[src/rtl/zsse_pkg.sv]
// Package for the zlib stored-stream encoder: constants, slot codes and the item descriptor.
package zsse_pkg;

    localparam int unsigned DATA_W   = 8;
    localparam int unsigned LEN_W    = 32;
    localparam int unsigned SUM_W    = 16;
    localparam int unsigned PADDR_W  = 3;
    localparam int unsigned PDATA_W  = 32;
    localparam int unsigned NUM_SLOTS = 12;

    localparam logic [DATA_W-1:0] ZLIB_CMF  = 8'h78;
    localparam logic [DATA_W-1:0] ZLIB_FLG  = 8'h01;
    localparam logic [SUM_W-1:0]  BLOCK_MAX = 16'd65535;
    localparam logic [SUM_W:0]    ADLER_MOD = 17'd65521;

    // register index, taken from paddr[2]
    localparam logic REG_STREAM_LENGTH = 1'b0;

    // output slot codes, in the order they leave the block
    typedef enum logic [3:0] {
        SLOT_CMF      = 4'd0,
        SLOT_FLG      = 4'd1,
        SLOT_BFINAL   = 4'd2,
        SLOT_LEN_LO   = 4'd3,
        SLOT_LEN_HI   = 4'd4,
        SLOT_NLEN_LO  = 4'd5,
        SLOT_NLEN_HI  = 4'd6,
        SLOT_DATA     = 4'd7,
        SLOT_S2_HI    = 4'd8,
        SLOT_S2_LO    = 4'd9,
        SLOT_S1_HI    = 4'd10,
        SLOT_S1_LO    = 4'd11
    } slot_t;

    typedef struct packed {
        logic              bfinal;
        logic [SUM_W-1:0]  blk_len;
        logic [DATA_W-1:0] data;
        logic [SUM_W-1:0]  sum_high;
        logic [SUM_W-1:0]  sum_low;
    } desc_t;

endpackage

[src/rtl/zlib_stored_stream_encoder_unit.sv]
// Top level of the zlib stored-stream encoder with running Adler-32.
//
// Wraps a raw byte stream of programmed length (stream_length, APB offset 0x0,
// a value of 0 acts as 1) in a zlib stream of stored DEFLATE blocks of up to
// 65535 bytes. Each accepted input transaction produces 1 to 12 output
// transactions: the zlib header 0x78 0x01 before the first byte of a stream,
// a five-byte block header (BFINAL, LEN, NLEN) where a block opens, the data
// byte itself, and the Adler-32 trailer (s2 then s1, big-endian) after the
// last byte, at which point the stream state returns to its reset values.
// m_run_last marks the last output byte of each input, m_stream_end the final
// trailer byte. All per-item work (block sizing, Adler update, end test) is
// done in the cycle of acceptance and parked in a descriptor register; a
// sequencer then drains one byte per cycle into the output register while
// m_ready allows. An input yielding a single byte is therefore sustained at
// one transaction per cycle while m_ready stays high; an input yielding
// more bytes holds off the next input until its last byte goes out, the
// output port being the limiting resource. stream_length may only be written
// while no transaction is in flight.
module zlib_stored_stream_encoder_unit (
    input  logic                          aclk,
    input  logic                          aresetn,
    // configuration
    input  logic                          psel,
    input  logic                          penable,
    input  logic                          pwrite,
    input  logic [zsse_pkg::PADDR_W-1:0]  paddr,
    input  logic [zsse_pkg::PDATA_W-1:0]  pwdata,
    output logic [zsse_pkg::PDATA_W-1:0]  prdata,
    output logic                          pready,
    // raw byte input
    input  logic                          s_valid,
    output logic                          s_ready,
    input  logic [zsse_pkg::DATA_W-1:0]   s_data_byte,
    // zlib byte output
    output logic                          m_valid,
    input  logic                          m_ready,
    output logic [zsse_pkg::DATA_W-1:0]   m_out_byte,
    output logic                          m_run_last,
    output logic                          m_stream_end
);

    localparam int unsigned NS = zsse_pkg::NUM_SLOTS;

    // configuration register
    logic [zsse_pkg::LEN_W-1:0]  stream_length_reg;

    // stream state
    logic [zsse_pkg::LEN_W-1:0]  bytes_taken_reg, bytes_taken_next;
    logic [zsse_pkg::SUM_W-1:0]  block_left_reg, block_left_next;
    logic [zsse_pkg::SUM_W-1:0]  sum_low_reg, sum_low_next;
    logic [zsse_pkg::SUM_W-1:0]  sum_high_reg, sum_high_next;

    // descriptor of the item being drained
    logic [NS-1:0]               mask_reg, mask_next;
    zsse_pkg::desc_t             desc_reg, desc_next;

    // output register
    logic                        m_valid_reg;
    logic [zsse_pkg::DATA_W-1:0] m_out_byte_reg;
    logic                        m_run_last_reg;
    logic                        m_stream_end_reg;

    // per-item combinational terms
    logic                        accept;
    logic                        cfg_write;
    logic [zsse_pkg::LEN_W-1:0]  eff_len;
    logic [zsse_pkg::LEN_W-1:0]  remain;
    logic                        hdr_due;
    logic                        blk_due;
    logic                        bfinal;
    logic [zsse_pkg::SUM_W-1:0]  blk_len;
    logic [zsse_pkg::SUM_W:0]    low_sum;
    logic [zsse_pkg::SUM_W-1:0]  low_mod;
    logic [zsse_pkg::SUM_W:0]    high_sum;
    logic [zsse_pkg::SUM_W-1:0]  high_mod;
    logic [zsse_pkg::LEN_W-1:0]  taken_inc;
    logic                        stream_done;
    logic [NS-1:0]               new_mask;

    // drain side
    logic                        out_free;
    logic                        emit;
    logic [NS-1:0]               low_bit;
    logic                        last_slot;
    zsse_pkg::slot_t             slot;
    logic [zsse_pkg::DATA_W-1:0] slot_byte;

    // ------------------------------------------------------------------
    // APB: single register, written on the access phase
    // ------------------------------------------------------------------
    assign pready    = 1'b1;
    assign cfg_write = psel && penable && pwrite && pready
                       && (paddr[2] == zsse_pkg::REG_STREAM_LENGTH);
    assign prdata    = (paddr[2] == zsse_pkg::REG_STREAM_LENGTH)
                       ? stream_length_reg : '0;

    always_ff @(posedge aclk) begin
        if (!aresetn) begin
            stream_length_reg <= zsse_pkg::LEN_W'(1);
        end else if (cfg_write) begin
            stream_length_reg <= pwdata;
        end
    end

    // ------------------------------------------------------------------
    // Item evaluation: everything for one input byte in the accept cycle
    // ------------------------------------------------------------------
    always_comb begin
        eff_len = (stream_length_reg == '0) ? zsse_pkg::LEN_W'(1) : stream_length_reg;
        hdr_due = (bytes_taken_reg == '0);
        blk_due = (block_left_reg == '0);

        // a length shrunk to or below what was taken opens a final block of one
        remain  = (eff_len > bytes_taken_reg) ? (eff_len - bytes_taken_reg)
                                              : zsse_pkg::LEN_W'(1);
        bfinal  = (remain <= zsse_pkg::LEN_W'(zsse_pkg::BLOCK_MAX));
        blk_len = bfinal ? remain[zsse_pkg::SUM_W-1:0] : zsse_pkg::BLOCK_MAX;

        // Adler-32: each sum stays below twice the modulus, one subtract suffices
        low_sum  = {1'b0, sum_low_reg} + {{(zsse_pkg::SUM_W+1-zsse_pkg::DATA_W){1'b0}},
                                           s_data_byte};
        low_mod  = (low_sum >= zsse_pkg::ADLER_MOD)
                   ? zsse_pkg::SUM_W'(low_sum - zsse_pkg::ADLER_MOD)
                   : low_sum[zsse_pkg::SUM_W-1:0];
        high_sum = {1'b0, sum_high_reg} + {1'b0, low_mod};
        high_mod = (high_sum >= zsse_pkg::ADLER_MOD)
                   ? zsse_pkg::SUM_W'(high_sum - zsse_pkg::ADLER_MOD)
                   : high_sum[zsse_pkg::SUM_W-1:0];

        taken_inc   = bytes_taken_reg + zsse_pkg::LEN_W'(1);
        stream_done = (taken_inc >= eff_len);

        new_mask = '0;
        new_mask[zsse_pkg::SLOT_CMF]     = hdr_due;
        new_mask[zsse_pkg::SLOT_FLG]     = hdr_due;
        new_mask[zsse_pkg::SLOT_BFINAL]  = blk_due;
        new_mask[zsse_pkg::SLOT_LEN_LO]  = blk_due;
        new_mask[zsse_pkg::SLOT_LEN_HI]  = blk_due;
        new_mask[zsse_pkg::SLOT_NLEN_LO] = blk_due;
        new_mask[zsse_pkg::SLOT_NLEN_HI] = blk_due;
        new_mask[zsse_pkg::SLOT_DATA]    = 1'b1;
        new_mask[zsse_pkg::SLOT_S2_HI]   = stream_done;
        new_mask[zsse_pkg::SLOT_S2_LO]   = stream_done;
        new_mask[zsse_pkg::SLOT_S1_HI]   = stream_done;
        new_mask[zsse_pkg::SLOT_S1_LO]   = stream_done;

        desc_next.bfinal   = bfinal;
        desc_next.blk_len  = blk_len;
        desc_next.data     = s_data_byte;
        desc_next.sum_high = high_mod;
        desc_next.sum_low  = low_mod;

        // advance the stream state, or drop back to reset values at its end
        if (stream_done) begin
            bytes_taken_next = '0;
            block_left_next  = '0;
            sum_low_next     = zsse_pkg::SUM_W'(1);
            sum_high_next    = '0;
        end else begin
            bytes_taken_next = taken_inc;
            block_left_next  = (blk_due ? blk_len : block_left_reg) - zsse_pkg::SUM_W'(1);
            sum_low_next     = low_mod;
            sum_high_next    = high_mod;
        end
    end

    // ------------------------------------------------------------------
    // Drain sequencer: pending slots as a bit mask, lowest goes first
    // ------------------------------------------------------------------
    assign out_free  = !m_valid_reg || m_ready;
    assign emit      = out_free && (mask_reg != '0);
    assign low_bit   = mask_reg & (~mask_reg + NS'(1));
    assign last_slot = (mask_reg == low_bit);

    // take the next item as the current one hands over its last byte
    assign s_ready   = (mask_reg == '0) || (emit && last_slot);
    assign accept    = s_valid && s_ready;

    always_comb begin
        slot = zsse_pkg::SLOT_CMF;
        for (int i = NS - 1; i >= 0; i--) begin
            if (low_bit[i]) begin
                slot = zsse_pkg::slot_t'(i[3:0]);
            end
        end
    end

    always_comb begin
        unique case (slot)
            zsse_pkg::SLOT_CMF:     slot_byte = zsse_pkg::ZLIB_CMF;
            zsse_pkg::SLOT_FLG:     slot_byte = zsse_pkg::ZLIB_FLG;
            zsse_pkg::SLOT_BFINAL:  slot_byte = {{(zsse_pkg::DATA_W-1){1'b0}}, desc_reg.bfinal};
            zsse_pkg::SLOT_LEN_LO:  slot_byte = desc_reg.blk_len[7:0];
            zsse_pkg::SLOT_LEN_HI:  slot_byte = desc_reg.blk_len[15:8];
            zsse_pkg::SLOT_NLEN_LO: slot_byte = ~desc_reg.blk_len[7:0];
            zsse_pkg::SLOT_NLEN_HI: slot_byte = ~desc_reg.blk_len[15:8];
            zsse_pkg::SLOT_DATA:    slot_byte = desc_reg.data;
            zsse_pkg::SLOT_S2_HI:   slot_byte = desc_reg.sum_high[15:8];
            zsse_pkg::SLOT_S2_LO:   slot_byte = desc_reg.sum_high[7:0];
            zsse_pkg::SLOT_S1_HI:   slot_byte = desc_reg.sum_low[15:8];
            zsse_pkg::SLOT_S1_LO:   slot_byte = desc_reg.sum_low[7:0];
            default:                slot_byte = desc_reg.data;
        endcase
    end

    always_comb begin
        if (accept) begin
            mask_next = new_mask;
        end else if (emit) begin
            mask_next = mask_reg & ~low_bit;
        end else begin
            mask_next = mask_reg;
        end
    end

    // ------------------------------------------------------------------
    // Registers
    // ------------------------------------------------------------------
    always_ff @(posedge aclk) begin
        if (!aresetn) begin
            bytes_taken_reg <= '0;
            block_left_reg  <= '0;
            sum_low_reg     <= zsse_pkg::SUM_W'(1);
            sum_high_reg    <= '0;
            mask_reg        <= '0;
            m_valid_reg     <= 1'b0;
        end else begin
            if (accept) begin
                bytes_taken_reg <= bytes_taken_next;
                block_left_reg  <= block_left_next;
                sum_low_reg     <= sum_low_next;
                sum_high_reg    <= sum_high_next;
            end
            mask_reg <= mask_next;
            if (emit) begin
                m_valid_reg <= 1'b1;
            end else if (m_ready) begin
                m_valid_reg <= 1'b0;
            end
        end
    end

    // payload registers: no reset needed
    always_ff @(posedge aclk) begin
        if (accept) begin
            desc_reg <= desc_next;
        end
        if (emit) begin
            m_out_byte_reg   <= slot_byte;
            m_run_last_reg   <= last_slot;
            m_stream_end_reg <= (slot == zsse_pkg::SLOT_S1_LO);
        end
    end

    assign m_valid      = m_valid_reg;
    assign m_out_byte   = m_out_byte_reg;
    assign m_run_last   = m_run_last_reg;
    assign m_stream_end = m_stream_end_reg;

    // ------------------------------------------------------------------
    // Assertions
    // ------------------------------------------------------------------
    a_end_is_last: assert property (@(posedge aclk) disable iff (!aresetn)
        (m_valid && m_stream_end) |-> m_run_last)
        else $error("stream end byte not marked as last of its run");

    a_hold_input: assert property (@(posedge aclk) disable iff (!aresetn)
        ($countones(mask_reg) > 1) |-> !s_ready)
        else $error("input taken while descriptor still has several bytes");

    a_desc_loaded: assert property (@(posedge aclk) disable iff (!aresetn)
        accept |=> (mask_reg != '0) && mask_reg[zsse_pkg::SLOT_DATA])
        else $error("accepted transaction left no data slot pending");

    a_sums_reduced: assert property (@(posedge aclk) disable iff (!aresetn)
        ({1'b0, sum_low_reg} < zsse_pkg::ADLER_MOD)
        && ({1'b0, sum_high_reg} < zsse_pkg::ADLER_MOD))
        else $error("Adler sum out of range");

endmodule

[config.mk]
export PLATFORM = sky130hd
export DESIGN_NAME = zlib_stored_stream_encoder_unit
export DESIGN_NICKNAME = d
export VERILOG_FILES = /design/src/rtl/zsse_pkg.sv /design/src/rtl/zlib_stored_stream_encoder_unit.sv
export SDC_FILE = /design/constraint.sdc
export NUM_CORES = 1
export LEC_CHECK = 0
export BUFFER_PORTS_ARGS = -buffer_cell sky130_fd_sc_hd__clkbuf_2
export CAP_MARGIN = 10
export CORE_MARGIN = 2
export CORE_UTILIZATION = 56
export DETAILED_ROUTE_END_ITERATION = 6
export PLACE_DENSITY = 0.84
export SYNTH_ARGS = -nofsm -noshare
export SYNTH_HDL_FRONTEND = slang
export SYNTH_SLANG_ARGS = --single-unit
[constraint.sdc]
create_clock -name aclk -period 8.8 [get_ports aclk]
set_clock_uncertainty 0.15 [all_clocks]
set_input_delay 1.76 -clock aclk [delete_from_list [all_inputs] [get_ports aclk]]
set_output_delay 1.76 -clock aclk [all_outputs]
set_load 0.005 [all_outputs]
==> impl_metrics.tcl, run 1 <==
set metrics [dict create \
    status "finished clean" \
    nets 1915 \
    synth_top_area_cell "dfxtp_1" \
    wl_per_cell_um 18.2 \
    switching_power_mw 2.02 \
    combPwrFrac 0.514 \
    internal_power_mw 2.60 \
    ir_drop_uv 157 \
    die_h_um 162 \
    hold_ws_ns 0.317 \
    critPathCaptureType "register" \
    final.setup.worst_slack_ns 0.515 \
    critPathKind "in2reg" \
    cts_resized 0 \
    clock_latency_ns 0.45 \
    finalCritPeriodShare 0.942 \
    cp.arrival_ns 8.47 \
    final-instance-count-excl-fill 2106 \
    antenna_found_initial 1 \
    sequentialPowerShare 0.304 \
    dr.pass1.iters 5 \
    placed_area_um2 14700 \
    yosysSeqAreaShare 0.324 \
    timing.rr.start "bytes_taken_reg[0]" \
    cellPowerDensity_nw_per_um2 301 \
    finalHoldViolations 0 \
    grtUsageTotal 0.293 \
    ys.flop_type "dfxtp_1" \
    htree_levels 4 \
    vias 13002 \
    period_needed_ns 8.29 \
    grt_pass1_wl_um 61900 \
    final-setup-viol-count 0 \
    num_rows 57 \
    slew_headroom 0.207 \
    cts_setup_buffers 0 \
    via_per_inst 6.17 \
    crit_fanout 5 \
    area_delta_synth_final_pct 10.2 \
    worstHoldStart "sum_low_reg[14]" \
    core_um2 24400 \
    cts_tree "done" \
    cp-startpoint "s_data_byte[0]" \
    netlist_top_cells_count "nand2_1 (192), nor2_1 (171), dfxtp_1 (125)" \
    drtIter0Drc 1311 \
    ioPinCount 95 \
    p_leak_nw 6.25 \
    synth-edff-count 67 \
    initial_core_util 0.571 \
    setup_tns_ns 0 \
    place_ws_ns 0.206 \
    maxSlewViolCount 0 \
    syn_nets 1863 \
    post-route-cell-area_um2 15400 \
    portBuffers 91 \
    postRouteAntennaNets 0 \
    numCtsBuffers 17 \
    synthCells 1717 \
    dp.cells 2074 \
    crit_required_ns 8.99 \
    crit_top_cell "buf_4" \
    tightest_slew_ns 1.19 \
    startpoint_type "input pin" \
    hold_path.class "reg2reg" \
    ys_warn_count 0 \
    largest_reg_flops 57 \
    critical-path-slowest-cell "o41a_1" \
    dpl.hpwl_um 27900 \
    fmax_mhz 121 \
    yosysMostFrequentCell "nand2_1" \
    clockBufferDepth 2 \
    cts_sinks 192 \
    final_core_util 0.629 \
    power_mw 4.62 \
    yosysUniqueCellTypes 101 \
    antenna_cells 0 \
    routed_wirelength_um 38300 \
    grt_overflow 0 \
    place_congestion 0.982 \
    synth_top_area_share 0.180 \
    drive_above_1_share 0.130 \
    synthArstFlopShare 0 \
    drc_errors 0 \
    die_x_um 162 \
    cts-root-buf "clkbuf_16" \
    die_area_um2 26200 \
    clk_pin_slew_ns 0.08 \
    syn-cell-area_um2 13900 \
    p_sw_frac 0.437 \
    slowest_delay_ns 0.43 \
    maxCapViolCount 0 \
    grt_max_degree 89 \
    synthTopCellsByArea "dfxtp_1 (18%), edfxtp_1 (14%), ha_1 (8.4%), nand2_1 (5.2%), xnor2_1 (4.7%)" \
    clkPwrFrac 0.182 \
    cts_hold_buffers 0 \
    grt_pass1_vias 12428 \
    syn_area_per_cell_um2 8.11 \
    ys_ff_latch 192 \
]
-- layer usage --
metal	part of all wire	global-route usage
met1	0.44	0.403
met3	0.090	0.0646
met4	0.035	0.119
met5	0.00026	0
met2	0.44	0.451
-- power by group through the flow --
stage                     clock, mW  sequential (mW)  combinational (mW)
final                         0.842             1.40                2.37
after global routing          0.879             1.42                2.58
after CTS                     0.847             1.40                2.30
after global placement            0             1.40                2.20
after floorplan                   0             1.36                1.62
after detailed placement          0             1.41                2.26
-- layout make-up --
| class | instances | area (um2) |
|---|---|---|
| multi-input combinational | 1322 | 8590 |
| clock inverter | 15 | 223 |
| inverter | 94 | 353 |
| sequential | 192 | 4510 |
| timing repair buffer | 142 | 838 |
| fill | 2040 | 9040 |
| clock buffer | 17 | 425 |
| tap | 324 | 405 |
-- final timing paths --
check	end	slack, ns	cells after the start
max	sum_high_reg[14]	0.51	32
min	sum_low_reg[14]	0.32	2
min reg2reg	sum_low_reg[14]	0.32	2
max reg2reg	sum_low_reg[10]	1.52	24
-- cells by family (layout without fill, tap and decap cells) --
logic type,count (synthesis),in the layout,synth area share
other,1,1,0.000269
buffers and inverters,203,268,0.0609
muxes,8,8,0.00575
adders and majority gates,100,100,0.0908
and+or+nand+nor,662,662,0.234
xor gates and xnor gates,97,97,0.0610
DFF,192,192,0.324
AOI/OAI and AO/OA,454,454,0.224
-- layout by cell type (no fill, tap or decap), types with 9 or more instances in the layout --
cell type	netlist	routed
a21boi_0	54	54
a21o_1	33	33
a21oi_1	92	92
a221oi_1	10	10
a22o_1	19	19
a22oi_1	14	14
a31oi_1	22	22
and2_1	23	23
and3_1	25	25
buf_4	3	51
clkbuf_16	0	17
clkbuf_2	0	91
dfxtp_1	125	125
edfxtp_1	67	67
ha_1	93	93
inv_1	94	93
nand2_1	192	192
nand2b_1	10	10
nand3_1	46	46
nand4_1	21	21
nor2_1	171	171
nor2b_1	31	31
nor3_1	41	41
nor4_1	30	29
o211ai_1	9	9
o21ai_0	84	84
o21ai_1	13	13
o21bai_1	12	12
o31ai_1	9	9
or3_1	17	17
xnor2_1	75	75
xor2_1	22	21
-- critical path: cells and delay by family --
kind	cells	cell delay [ns]
AO/OA/AOI/OAI	14	3.06
adder cells (fa/ha/maj)	4	1.25
AND/OR/NAND/NOR	6	1.20
buffers and inverters	5	0.67
XOR/XNOR	3	0.51
No activity file was read; power rests on OpenSTA's default activity.
==> run 2, diff against run 1 <==
Settings changed: CORE_UTILIZATION 56 to 55, PLACE_DENSITY 0.84 to 0.82.
==> run 2 against run 1 <==
Largest cell class unchanged. Global-route usage down 0.61 points. Combinational power is 2% lower. Largest power group unchanged. Via count about the same. Critical path type unchanged. Highest routed layer is now met4.
==> impl_metrics.tcl, run 2 (synthesized netlist as in run 1, its figures left out) <==
set metrics [dict create \
    crit_required_ns 9.03 \
    area_delta_synth_final_pct 9.99 \
    cts_hold_buffers 0 \
    period_needed_ns 8.23 \
    layout_commonest_cell "nand2_1" \
    cts-root-buf "clkbuf_16" \
    grt_setup_unrepaired "no" \
    grt_overflow 0 \
    tightest_slew_ns 0.986 \
    dpl.hpwl_um 28600 \
    clockBufferDepth 2 \
    cts_sinks 192 \
    nets 1917 \
    final-setup-viol-count 0 \
    via_per_inst 6.15 \
    final_core_util 0.612 \
    largest_reg_flops 57 \
    slowest_delay_ns 0.40 \
    startpoint_type "input pin" \
    p_leak_nw 6.24 \
    cts_resized 0 \
    critPathKind "in2reg" \
    grt_pass1_wl_um 61300 \
    die_area_um2 26600 \
    fmax_mhz 122 \
    slew_headroom 0.340 \
    drtIter0Drc 1359 \
    critPathCaptureType "register" \
    cp_top_family "compound AO/OA/AOI/OAI gates" \
    portBuffers 91 \
    cellPowerDensity_nw_per_um2 296 \
    hold_path.class "reg2reg" \
    routed_wirelength_um 38200 \
    finalCritPeriodShare 0.935 \
    maxCapViolCount 0 \
    grt_max_degree 89 \
    postRouteAntennaNets 0 \
    num_rows 58 \
    cts_tree "done" \
    maxSlewViolCount 0 \
    vias 13004 \
    htree_levels 4 \
    die_h_um 163 \
    drive_above_1_share 0.128 \
    ioPinCount 95 \
    place_congestion 0.964 \
    status "finished clean" \
    initial_core_util 0.557 \
    grt_pass1_vias 12102 \
    crit_fanout 6 \
    crit_buf_inv 6 \
    cts_setup_buffers 0 \
    ir_drop_uv 229 \
    cp.arrival_ns 8.46 \
    finalHoldViolations 0 \
    core_um2 25000 \
    antenna_found_initial 2 \
    mostFrequentLayoutCells "nand2_1 (192), nor2_1 (171), dfxtp_1 (125)" \
    nFillCells 2202 \
    critical-path-slowest-cell "fa_1" \
    clock_latency_ns 0.45 \
    grtUsageTotal 0.287 \
    die_x_um 163 \
    clk_pin_slew_ns 0.08 \
    wl_per_cell_um 18.1 \
    setup_tns_ns 0 \
    numCtsBuffers 17 \
    drc_errors 0 \
    dr.pass1.iters 5 \
]
## run 2: power by group
part	switching [mW]	internal [mW]	leakage, nW
Sequential	0.143	1.26	1.66
Clock	0.400	0.406	0.285
Combinational	1.42	0.909	4.30
## run 2: cell type report
type                            instances  area [um2]  area share
Sequential cell                       192        4510       0.295
Clock inverter                         15         174      0.0113
Clock buffer                           17         425      0.0278
Timing Repair Buffer                  144         873      0.0570
Antenna cell                            1        2.50    0.000163
Inverter                               94         353      0.0230
Multi-Input combinational cell       1322        8570       0.559
Tap cell                              330         413      0.0269
## run 2: through the flow
| step | hold WS (ns) | total power, mW | cells | cell area (um2) | worst slack (ns) |
|---|---|---|---|---|---|
| final | 0.313 | 4.54 | 2115 | 15300 | 0.571 |
| after global routing | 0.347 | 4.82 | 2114 | 15300 | 0.108 |
| after CTS | 0.315 | 4.50 | 2113 | 15300 | 0.650 |
| after detailed placement | 0.305 | 3.70 | 2081 | 14700 | 0.219 |
| after global placement | 0.294 | 3.62 | 2081 | 14700 | 0.380 |
| after floorplan | 0.281 | 2.98 | 1717 | 13900 | 0.470 |
## run 2: path summary, 6_finish.rpt
kind	start	endpoint	slack, ns	cells after the start
setup reg to reg	bytes_taken_reg[0]	block_left_reg[9]	1.57	25
hold / removal	block_left_reg[6]	block_left_reg[6]	0.31	2
setup / recovery	s_data_byte[0]	sum_high_reg[14]	0.57	33
hold reg to reg	block_left_reg[6]	block_left_reg[6]	0.31	2
## run 2: metal layers
layer	global-route usage	up-vias	wire [um]
li1	-	6239	-
met1	0.405	6171	17600
met5	0	-	0
met4	0.0905	0	947
met3	0.0477	75	2820
met2	0.449	519	16900
## run 2: worst register-to-register path, cell delays in order (launching register included)
cell       delay (ns)
dfxtp_1          0.55
ha_1             0.29
and3_1           0.26
and3_1           0.25
and3_1           0.25
and3_1           0.26
and3_1           0.27
and3_1           0.33
and3_1           0.27
and3_1           0.30
nand3_1          0.21
xnor2_1          0.24
ha_1             0.29
a21o_1           0.16
a21o_1           0.17
a21o_1           0.17
a21oi_1          0.14
nor2_1           0.06
a211oi_1         0.26
nand3_1          0.20
nor2_4           0.77
and2_1           0.64
buf_4            0.36
nand2_1          0.11
a2bb2oi_1        0.14
o21ai_0          0.08
==> run 3, diff against run 2 <==
Settings changed: CORE_UTILIZATION 55 to 45, PLACE_DENSITY 0.82 to 0.68.
Clock period 8.8 ns to 8.7 ns, I/O delays scaled along.
==> run 3 against run 2 <==
Hold slack better by 0.0071 ns. Non-clock buffer count is 18 lower. Via count is 2.4% lower. Wire length is 0.51% lower. Total power is 0.76% lower. Critical endpoint is now sum_high_reg[8]. Critical path type unchanged. Cell count is 2.2% higher. Global-route usage is 5.0 points lower. Register-to-register slack worse by 0.09 ns.
==> impl_metrics.tcl, run 3 (synthesized netlist as in run 1, its figures left out) <==
set metrics [dict create \
    p_sw_frac 0.435 \
    hold_path.class "reg2reg" \
    ir_drop_uv 174 \
    cts-root-buf "clkbuf_16" \
    dp.cells 2130 \
    htree_levels 4 \
    sequentialPowerShare 0.314 \
    r2r_slack_ns 1.48 \
    status "finished clean" \
    wl_per_cell_um 17.6 \
    maxCapViolCount 0 \
    maxSlewViolCount 0 \
    grt_overflow 0 \
    cp.arrival_ns 8.34 \
    dpl.hpwl_um 28700 \
    clk_pin_slew_ns 0.08 \
    numCtsBuffers 17 \
    portBuffers 91 \
    grt_max_degree 89 \
    nets 1899 \
    grt_pass1_vias 12145 \
    grt_pass1_wl_um 63000 \
    die_area_um2 32400 \
    startpoint_type "input pin" \
    mostFrequentLayoutCells "nand2_1 (192), nor2_1 (171), dfxtp_1 (125)" \
    switching_power_mw 1.96 \
    cp_top_family "compound AO/OA/AOI/OAI gates" \
    crit_buf_inv 5 \
    critPathCaptureType "register" \
    p_leak_nw 6.16 \
    ioPinCount 95 \
    antenna_cells 0 \
    postRouteAntennaNets 0 \
    dr.pass1.iters 5 \
    final-setup-viol-count 0 \
    final.setup.worst_slack_ns 0.567 \
    critical-path-slowest-cell "a2111oi_4" \
    place_ws_ns 0.0658 \
    initial_core_util 0.457 \
    cts_tree "done" \
    tightest_slew_ns 0.979 \
    core_um2 30500 \
    grtUsageTotal 0.238 \
    routed_wirelength_um 38000 \
    crit_required_ns 8.91 \
    antenna_found_initial 0 \
    via_per_inst 5.87 \
    fmax_mhz 123 \
    period_needed_ns 8.13 \
    final_core_util 0.501 \
    num_rows 64 \
    area_delta_synth_final_pct 9.64 \
    finalHoldViolations 0 \
    power_mw 4.51 \
    nFillCells 2952 \
    slew_headroom 0.346 \
    largest_reg_flops 57 \
    vias 12696 \
    cts_sinks 192 \
    die_h_um 180 \
    clkPwrFrac 0.179 \
    layout_commonest_cell "nand2_1" \
    drive_above_1_share 0.121 \
    clock_latency_ns 0.46 \
    drtIter0Drc 854 \
    crit_fanout 6 \
    combPwrFrac 0.507 \
    slowest_delay_ns 0.44 \
    die_x_um 180 \
    clockBufferDepth 2 \
    crit_top_cell "a21oi_1" \
    critPathKind "in2reg" \
    final-instance-count-excl-fill 2162 \
    place_congestion 0.939 \
    drc_errors 0 \
    cts_hold_buffers 0 \
    cellPowerDensity_nw_per_um2 295 \
    finalCritPeriodShare 0.935 \
    internal_power_mw 2.55 \
]
run 3: worst paths after layout:
| path | from | end | depth (start not counted) |
|---|---|---|---|
| setup / recovery | s_data_byte[0] | sum_high_reg[8] | 32 |
| hold / removal | sum_low_reg[14] | sum_low_reg[14] | 2 |
| setup reg to reg | bytes_taken_reg[0] | sum_low_reg[10] | 24 |
| hold reg to reg | sum_low_reg[14] | sum_low_reg[14] | 2 |
run 3: power groups by stage:
stage | Sequential (mW) | Combinational (mW) | Clock (mW)
6_report | 1.41 | 2.29 | 0.806
5_1_grt | 1.44 | 2.53 | 0.856
4_1_cts | 1.41 | 2.26 | 0.819
3_5_place_dp | 1.43 | 2.25 | 0
3_3_place_gp | 1.42 | 2.19 | 0
2_1_floorplan | 1.38 | 1.64 | 0
run 3: stage by stage:
step / hold WS, ns / TNS, ns / cell area (um2)
final: 0.320 / 0 / 15300
after global placement: 0.296 / 0 / 14700
after global routing: 0.338 / -0.0377 / 15300
after detailed placement: 0.312 / 0 / 14700
after floorplan: 0.281 / 0 / 13900
after CTS: 0.322 / 0 / 15300
run 3: final cells by class:
cell class              count  area (um2)  share of cell area
multi-input cells        1322        8590               0.563
clock inverters            14         163              0.0106
repair buffers            126         718              0.0470
clock buffers              18         439              0.0287
flip-flops and latches    192        4510               0.296
inverters                  94         353              0.0231
well taps                 396         495              0.0324
run 3: per-layer routing:
metal  wire [um]  track usage  share of wire  vias up
met5           0            0              0        -
met4         692       0.0683          0.018        0
met3        1930       0.0389          0.051       48
met2       17400        0.382           0.46      354
met1       18000        0.328           0.47     6079
li1            -            -              -     6215
run 3: worst reg2reg max path, cell delays in order (launching register included):
cell      delay [ns]
dfxtp_1         0.50
ha_1            0.28
and3_1          0.25
and3_1          0.27
and3_1          0.26
and3_1          0.26
and3_1          0.31
and3_1          0.34
and3_1          0.29
and3_1          0.29
nand3_1         0.18
nor3_1          0.34
xnor2_1         0.21
ha_1            0.29
a21o_1          0.16
a21oi_1         0.13
nor2_1          0.06
a211oi_1        0.25
nand3_1         0.19
nor2_4          0.78
and2_1          0.47
buf_4           0.38
o21ai_1         0.23
nor3_1          0.19
a211o_1         0.11
run 3: what timing repair did:
item | in CTS | in global routing
setup buffers | 0 | 0
resized for setup | 0 | 2
setup endpoints to repair | 0 | 5
